### config.mk
export PLATFORM = sky130hd
export DESIGN_NAME = asc_front
export DESIGN_NICKNAME = d
export VERILOG_FILES = /design/src/asc_pkg.sv /design/src/asc_front.sv
export SDC_FILE = /design/constraint.sdc
export NUM_CORES = 1
export LEC_CHECK = 0
export BUFFER_PORTS_ARGS = -buffer_cell sky130_fd_sc_hd__buf_2
export CAP_MARGIN = 20
export CORE_ASPECT_RATIO = 0.5
export CORE_MARGIN = 2
export CORE_UTILIZATION = 57
export CTS_CLUSTER_DIAMETER = 30
export DETAILED_ROUTE_END_ITERATION = 6
export HOLD_SLACK_MARGIN = 0.08
export PLACE_DENSITY_LB_ADDON = 0.25
export REMOVE_ABC_BUFFERS = 1
export SETUP_SLACK_MARGIN = 0.05
export SLEW_MARGIN = 20
export SYNTH_ARGS = -nofsm -noshare
export SYNTH_HDL_FRONTEND = slang
export SYNTH_SLANG_ARGS = --single-unit
export TNS_END_PERCENT = 10
### constraint.sdc
create_clock -name clk -period 2.9 [get_ports clk]
set_clock_uncertainty 0.1 [all_clocks]
set_input_delay 0.145 -clock clk [delete_from_list [all_inputs] [get_ports clk]]
set_output_delay 0.145 -clock clk [all_outputs]
set_load 0.02 [all_outputs]
### src/asc_pkg.sv
// ----------------------------------------------------------------------------
// asc_pkg
// Shared constants, codes and types of the sprite stamp compositor.
// ----------------------------------------------------------------------------
package asc_pkg;

    localparam int DEF_MAX_ROWS   = 512;
    localparam int DEF_MAX_COLS   = 512;
    localparam int DEF_MAX_SPRITE = 32;

    localparam int POS_W      = 19;
    localparam int IDX_W      = 10;
    localparam int VAL_W      = 9;
    localparam int PIX_W      = 8;
    localparam int DIM_W      = 10;
    localparam int SDIM_W     = 6;
    localparam int NOISE_W    = 19;
    localparam int ACT_W      = 2;
    localparam int SEL_W      = 2;
    localparam int TDATA_W    = 40;
    localparam int TUSER_W    = 4;
    localparam int CFG_IDX_W  = 3;
    localparam int CFG_DATA_W = 19;

    localparam int QUEUE_DEPTH = 4;
    localparam int QPTR_W      = 2;

    localparam logic [ACT_W-1:0] ACT_CLEAR = 2'd0;
    localparam logic [ACT_W-1:0] ACT_LOAD  = 2'd1;
    localparam logic [ACT_W-1:0] ACT_DOT   = 2'd2;
    localparam logic [ACT_W-1:0] ACT_READ  = 2'd3;

    localparam logic [SEL_W-1:0] SEL_WHITE = 2'd0;
    localparam logic [SEL_W-1:0] SEL_BLACK = 2'd1;
    localparam logic [SEL_W-1:0] SEL_ALPHA = 2'd2;

    localparam logic [CFG_IDX_W-1:0] REG_IMAGE_ROWS  = 3'd0;
    localparam logic [CFG_IDX_W-1:0] REG_IMAGE_COLS  = 3'd1;
    localparam logic [CFG_IDX_W-1:0] REG_BACKGROUND  = 3'd2;
    localparam logic [CFG_IDX_W-1:0] REG_NOISE_LIMIT = 3'd3;
    localparam logic [CFG_IDX_W-1:0] REG_LEFT_EYE    = 3'd4;
    localparam logic [CFG_IDX_W-1:0] REG_SPRITE_ROWS = 3'd5;
    localparam logic [CFG_IDX_W-1:0] REG_SPRITE_COLS = 3'd6;

    typedef logic [2:0] kind_t;
    localparam kind_t KIND_CLEAR  = 3'd0;
    localparam kind_t KIND_LOAD_W = 3'd1;
    localparam kind_t KIND_LOAD_B = 3'd2;
    localparam kind_t KIND_LOAD_A = 3'd3;
    localparam kind_t KIND_DOT    = 3'd4;
    localparam kind_t KIND_READ   = 3'd5;

    localparam logic [VAL_W-1:0] COLOUR_MAX = 9'd255;
    localparam logic [VAL_W-1:0] ALPHA_ONE  = 9'd256;
    localparam logic [NOISE_W-1:0] NOISE_MAX = '1;

    typedef struct packed {
        kind_t              kind;
        logic [POS_W-1:0]   position;
        logic               dot_parity;
        logic               noise_flag;
        logic [IDX_W-1:0]   sprite_index;
        logic [VAL_W-1:0]   sprite_value;
    } item_t;

    // Sizes already clamped to 1..max.
    typedef struct packed {
        logic [DIM_W-1:0]   rows;
        logic [DIM_W-1:0]   cols;
        logic [PIX_W-1:0]   background;
        logic [NOISE_W-1:0] noise_limit;
        logic               left_eye;
        logic [SDIM_W-1:0]  srows;
        logic [SDIM_W-1:0]  scols;
    } cfg_t;

endpackage

### src/asc_front.sv
// ----------------------------------------------------------------------------
// asc_front
// Input side: decodes each item, drops bad loads, queues the rest.
// ----------------------------------------------------------------------------
module asc_front
    import asc_pkg::*;
#(
    parameter int MAX_SPRITE = DEF_MAX_SPRITE
)
(
    input  logic               clk,
    input  logic               rst_n,
    input  logic               s_axis_tvalid,
    output logic               s_axis_tready,
    // position[18:0], dot_parity[19], noise_flag[20], sprite_index[30:21],
    // sprite_value[39:31]
    input  logic [TDATA_W-1:0] s_axis_tdata,
    // action[1:0], sprite_select[3:2]
    input  logic [TUSER_W-1:0] s_axis_tuser,
    output logic               q_valid,
    output item_t              q_item,
    input  logic               q_ready
);

    localparam int SPRITE_DEPTH = MAX_SPRITE * MAX_SPRITE;

    logic [ACT_W-1:0] action;
    logic [SEL_W-1:0] sel;
    logic [VAL_W-1:0] val;
    logic             idx_ok;
    logic             keep;
    item_t            item;

    item_t            fifo_mem [QUEUE_DEPTH];
    logic [QPTR_W-1:0] wr_ptr_reg;
    logic [QPTR_W-1:0] rd_ptr_reg;
    logic [QPTR_W:0]   count_reg;
    logic              push;
    logic              pop;

    assign action = s_axis_tuser[1:0];
    assign sel    = s_axis_tuser[3:2];
    assign val    = s_axis_tdata[39:31];
    assign idx_ok = 32'(s_axis_tdata[30:21]) < SPRITE_DEPTH;

    always_comb
    begin
        item.position     = s_axis_tdata[18:0];
        item.dot_parity   = s_axis_tdata[19];
        item.noise_flag   = s_axis_tdata[20];
        item.sprite_index = s_axis_tdata[30:21];
        item.sprite_value = (val > COLOUR_MAX) ? COLOUR_MAX : val;
        item.kind         = KIND_CLEAR;
        keep              = 1'b1;
        unique case (action)
            ACT_CLEAR: item.kind = KIND_CLEAR;
            ACT_DOT:   item.kind = KIND_DOT;
            ACT_READ:  item.kind = KIND_READ;
            ACT_LOAD:
            begin
                keep = idx_ok;
                unique case (sel)
                    SEL_WHITE: item.kind = KIND_LOAD_W;
                    SEL_BLACK: item.kind = KIND_LOAD_B;
                    SEL_ALPHA:
                    begin
                        item.kind         = KIND_LOAD_A;
                        item.sprite_value = (val > ALPHA_ONE) ? ALPHA_ONE : val;
                    end
                    default:   keep = 1'b0;
                endcase
            end
            default:   keep = 1'b0;
        endcase
    end

    assign s_axis_tready = count_reg != (QPTR_W+1)'(QUEUE_DEPTH);
    assign push          = s_axis_tvalid && s_axis_tready && keep;
    assign q_valid       = count_reg != '0;
    assign pop           = q_valid && q_ready;
    assign q_item        = fifo_mem[rd_ptr_reg];

    always_ff @(posedge clk or negedge rst_n)
    begin
        if (!rst_n)
        begin
            wr_ptr_reg <= '0;
            rd_ptr_reg <= '0;
            count_reg  <= '0;
        end
        else
        begin
            if (push)
                wr_ptr_reg <= wr_ptr_reg + 1'b1;
            if (pop)
                rd_ptr_reg <= rd_ptr_reg + 1'b1;
            if (push && !pop)
                count_reg <= count_reg + 1'b1;
            else if (pop && !push)
                count_reg <= count_reg - 1'b1;
        end
    end

    always_ff @(posedge clk)
    begin
        if (push)
            fifo_mem[wr_ptr_reg] <= item;
    end

endmodule

==> tab_implementation.tex <==
\begin{tabular}{lr}
\hline
Metric & Value \\
\hline
\multicolumn{2}{l}{\textbf{Timing}} \\
\quad Final-layout setup total negative slack & 0 ps \\
\quad Unrepaired setup endpoints after global routing & no \\
\quad Endpoints failing hold & 0 \\
\quad Minimum clock period & 2520 ps \\
\quad Actual slew at the worst max-slew pin & 914 ps \\
\quad Top achievable clock speed & 0.397 GHz \\
\quad Relative slew margins & 0.390 \\
\quad Final clock period utilization by the worst path & 0.870 \\
\quad \# setup viols final & 0 \\
\quad Max-slew violation count & 0 \\
\quad Worst hold margin & 100 ps \\
\multicolumn{2}{l}{\textbf{CTS}} \\
\quad Clock latency at the later pin of the worst-skew pair & 420 ps \\
\quad CTS tree & done \\
\quad Clock Sink Count & 179 \\
\quad Clock Tree Root & clkbuf\_16 \\
\quad Post-CTS setup buffer count & 0 \\
\quad Clock-pin transition on the worst setup and hold timing paths & 60 ps \\
\quad Clock H-tree levels & 4 \\
\quad Hold bufs inserted after CTS & 36 \\
\quad Total clock buffers created by CTS & 17 \\
\quad Longest Clk Path Bufs & 2 \\
\quad Post-cts sizing count & 0 \\
\multicolumn{2}{l}{\textbf{Pwr}} \\
\quad Pwr per Cell Area & 1030 nW/um\^{}2 \\
\quad Largest voltage drop on the vdd net & 723 uV \\
\quad Part of the power in registers & 0.440 \\
\quad Clock share of power & 0.283 \\
\quad Static leakage power & 2.99 nW \\
\quad Design internal power & 5.98 mW \\
\quad Fraction of power consumed by combinational cells & 0.277 \\
\quad Total power & 8.61 mW \\
\quad Switching part of the total & 0.305 \\
\quad Switching component of the power & 2.62 mW \\
\multicolumn{2}{l}{\textbf{Cells and area}} \\
\quad Number of antenna cells inserted & 0 \\
\quad Relative area change from synthesis to final layout & 23.8\% \\
\quad Flip-flop count of the largest register after layout & 172 \\
\quad Cell Count, Final, Fillers Out & 603 \\
\quad FILL cells & 733 \\
\quad Fraction of final layout cells sized beyond drive strength 1 & 0.404 \\
\quad Final nets & 482 \\
\quad Post-route cell area & 8390 sq um \\
\multicolumn{2}{l}{\textbf{Drt}} \\
\quad Average wire per standard cell & 20.0 um \\
\quad DRC violation count after routing & 0 \\
\quad Post-detailed-routing wire length & 12.1 mm \\
\quad Vias after detailed routing & 3229 \\
\quad Number of vias per cell after detailed routing & 5.35 \\
\quad Routed Antenna Nets & 0 \\
\quad First DRT Iteration DRCs & 163 \\
\quad Number of optimization iterations in the first detailed-route pass & 4 \\
\multicolumn{2}{l}{\textbf{Status}} \\
\quad Outcome & completed \\
\multicolumn{2}{l}{\textbf{Worst setup path}} \\
\quad CP peak stage delay & 1020 ps \\
\quad Sort of element at the start of the critical path & register \\
\quad Worst EP required & 2650 ps \\
\quad Startpoint-to-endpoint class of the critical path & reg -> out \\
\quad Crit path DAT & 2280 ps \\
\quad Cells along the critical path & mux4\_2 > buf\_2 \\
\quad Critical path peak fanout & 45 \\
\quad Slowest library cell on the worst path & dfrtp\_4 \\
\quad Crit path capture type & output pin \\
\multicolumn{2}{l}{\textbf{Die}} \\
\quad Area inside the core boundary & 11700 sq um \\
\quad Die X-Extent & 158 um \\
\quad Overall die area & 12800 sq um \\
\quad DIE HEIGHT & 81.1 um \\
\quad Core Rows & 28 \\
\quad I/O pin cnt & 93 \\
\quad Initial Util & 0.579 \\
\multicolumn{2}{l}{\textbf{Global route}} \\
\quad Antenna violations before repair & 0 \\
\quad Global-route wire length before repair & 18.1 mm \\
\quad Remaining global-route overflow & 0 \\
\quad Vias in the first global route & 3502 \\
\quad Overall Global Routing Usage & 0.203 \\
\quad Maximum number of pins on one net before global-route repair & 46 \\
\multicolumn{2}{l}{\textbf{Yosys}} \\
\quad Count of synthesis-stage warnings from yosys & 0 \\
\quad Netlist area before placement & 6780 sq um \\
\quad Total of flip-flops plus latches after synthesis & 179 \\
\quad Count of different cell masters after synthesis & 26 \\
\quad Synth Area per Inst & 23.5 sq um \\
\quad Cell count after synthesis & 289 \\
\quad Sequential share of the synthesized area & 0.788 \\
\multicolumn{2}{l}{\textbf{Placed design}} \\
\quad HPWL after DPL & 6.95 mm \\
\quad Weighted congestion at the end of routability-driven global placement & 0.705 \\
\quad Placed standard-cell area & 7390 sq um \\
\quad Number of input and output port buffers inserted & 92 \\
\quad Dpl cells & 535 \\
\multicolumn{2}{l}{\textbf{Hold path}} \\
\quad Kind of path behind the tightest hold check & in -> reg \\
\multicolumn{2}{l}{\textbf{Job}} \\
\quad Maximum capacitance violations & 0 \\
\hline
\end{tabular}
power groups by stage:
stage	clock network, mW	registers (mW)	logic [mW]
2_1_floorplan	0	3.75	1.65
3_3_place_gp	0	3.82	2.30
3_5_place_dp	0	3.87	2.36
4_1_cts	2.46	3.82	2.41
5_1_grt	2.57	3.87	2.52
6_report	2.44	3.79	2.38
kinds of logic after synthesis:
logic type      synth area share
xor+xnor                 0.00775
buf+inv                   0.0179
mux                        0.147
fa+ha+maj                 0.0177
simple gates              0.0151
compound gates           0.00720
flops                      0.788
path summary, 6_finish.rpt:
path / cells past startpoint / to / startpoint / slack (ps)
setup / recovery: 2 / q_item[35] / rd_ptr_reg[0] / 380
hold / removal: 3 / fifo_mem[2][3] / s_axis_tdata[34] / 100
hold reg to reg: 1 / count_reg[2] / count_reg[2] / 390
min in group asynchronous: 3 / count_reg[2] / rst_n / 560
setup reg to reg: 6 / count_reg[1] / count_reg[0] / 560
max in group asynchronous: 3 / rd_ptr_reg[0] / rst_n / 1870
worst max-delay path: cells and delay by family (launching register included):
family | cells | cell delay [ps]
multiplexers | 1 | 620
flip-flops | 1 | 1020
buffers and inverters | 1 | 180
cells in the final DEF, fill, tap and decap left out, types with 2 or more instances in the layout:
cell             n
clkbuf_16       17
inv_6            3
and2_4           4
buf_2           92
o21ai_0          8
clkinv_2         3
xnor2_1          4
xor2_1           2
buf_4            2
mux4_2          43
ha_1             8
nand3b_1         2
dlygate4sd3_1   36
clkbuf_8         2
inv_1           13
nand2_1          2
edfxtp_1       172
dfrtp_1          5
bufinv_16        4
metrics by stage:
step                utilization  worst slack (ps)
floorplan                     -               104
global placement          0.632               587
detailed placement        0.632               462
CTS                       0.717               320
global route              0.717               190
finish                    0.717               378
synth_stat cells:
cell type / number / area share
and2_2: 4 / 0.0044
and3_1: 1 / 0.00092
and3b_1: 1 / 0.0013
and4b_1: 1 / 0.0015
buf_2: 4 / 0.0030
buf_4: 3 / 0.0033
buf_6: 1 / 0.0017
clkbuf_1: 5 / 0.0028
dfrtp_1: 7 / 0.026
edfxtp_1: 172 / 0.76
fa_1: 1 / 0.0030
ha_1: 8 / 0.015
inv_1: 13 / 0.0072
mux2_2: 1 / 0.0017
mux2_4: 1 / 0.0022
mux4_2: 43 / 0.14
nand2_1: 2 / 0.0011
nand3_1: 1 / 0.00074
nand3b_1: 2 / 0.0022
nor2_1: 1 / 0.00055
o21ai_0: 8 / 0.0059
o31a_1: 1 / 0.0013
or3_2: 1 / 0.0011
or3b_1: 1 / 0.0013
xnor2_1: 4 / 0.0052
xor2_1: 2 / 0.0026
layer usage:
metal  routed length [um]  global-route usage  part of all wire  vias to the layer above
met5                    0                   0                 0                        -
met4                  196              0.0910             0.016                        0
met3                  444              0.0539             0.037                       17
met2                 6420               0.360              0.53                       65
met1                 5020               0.239              0.42                     1686
li1                     -                   -                 -                     1461
final cells by class:
| cell class | instances | area, sq um | share of cell area |
|---|---|---|---|
| repair buffers | 130 | 836 | 0.0996 |
| flip-flops and latches | 179 | 5350 | 0.637 |
| clock inverters | 12 | 178 | 0.0212 |
| multi-input cells | 84 | 1320 | 0.158 |
| inverters | 13 | 48.8 | 0.00581 |
| well taps | 165 | 206 | 0.0246 |
| clock buffers | 20 | 457 | 0.0544 |
(Power assumes the default switching activity.)
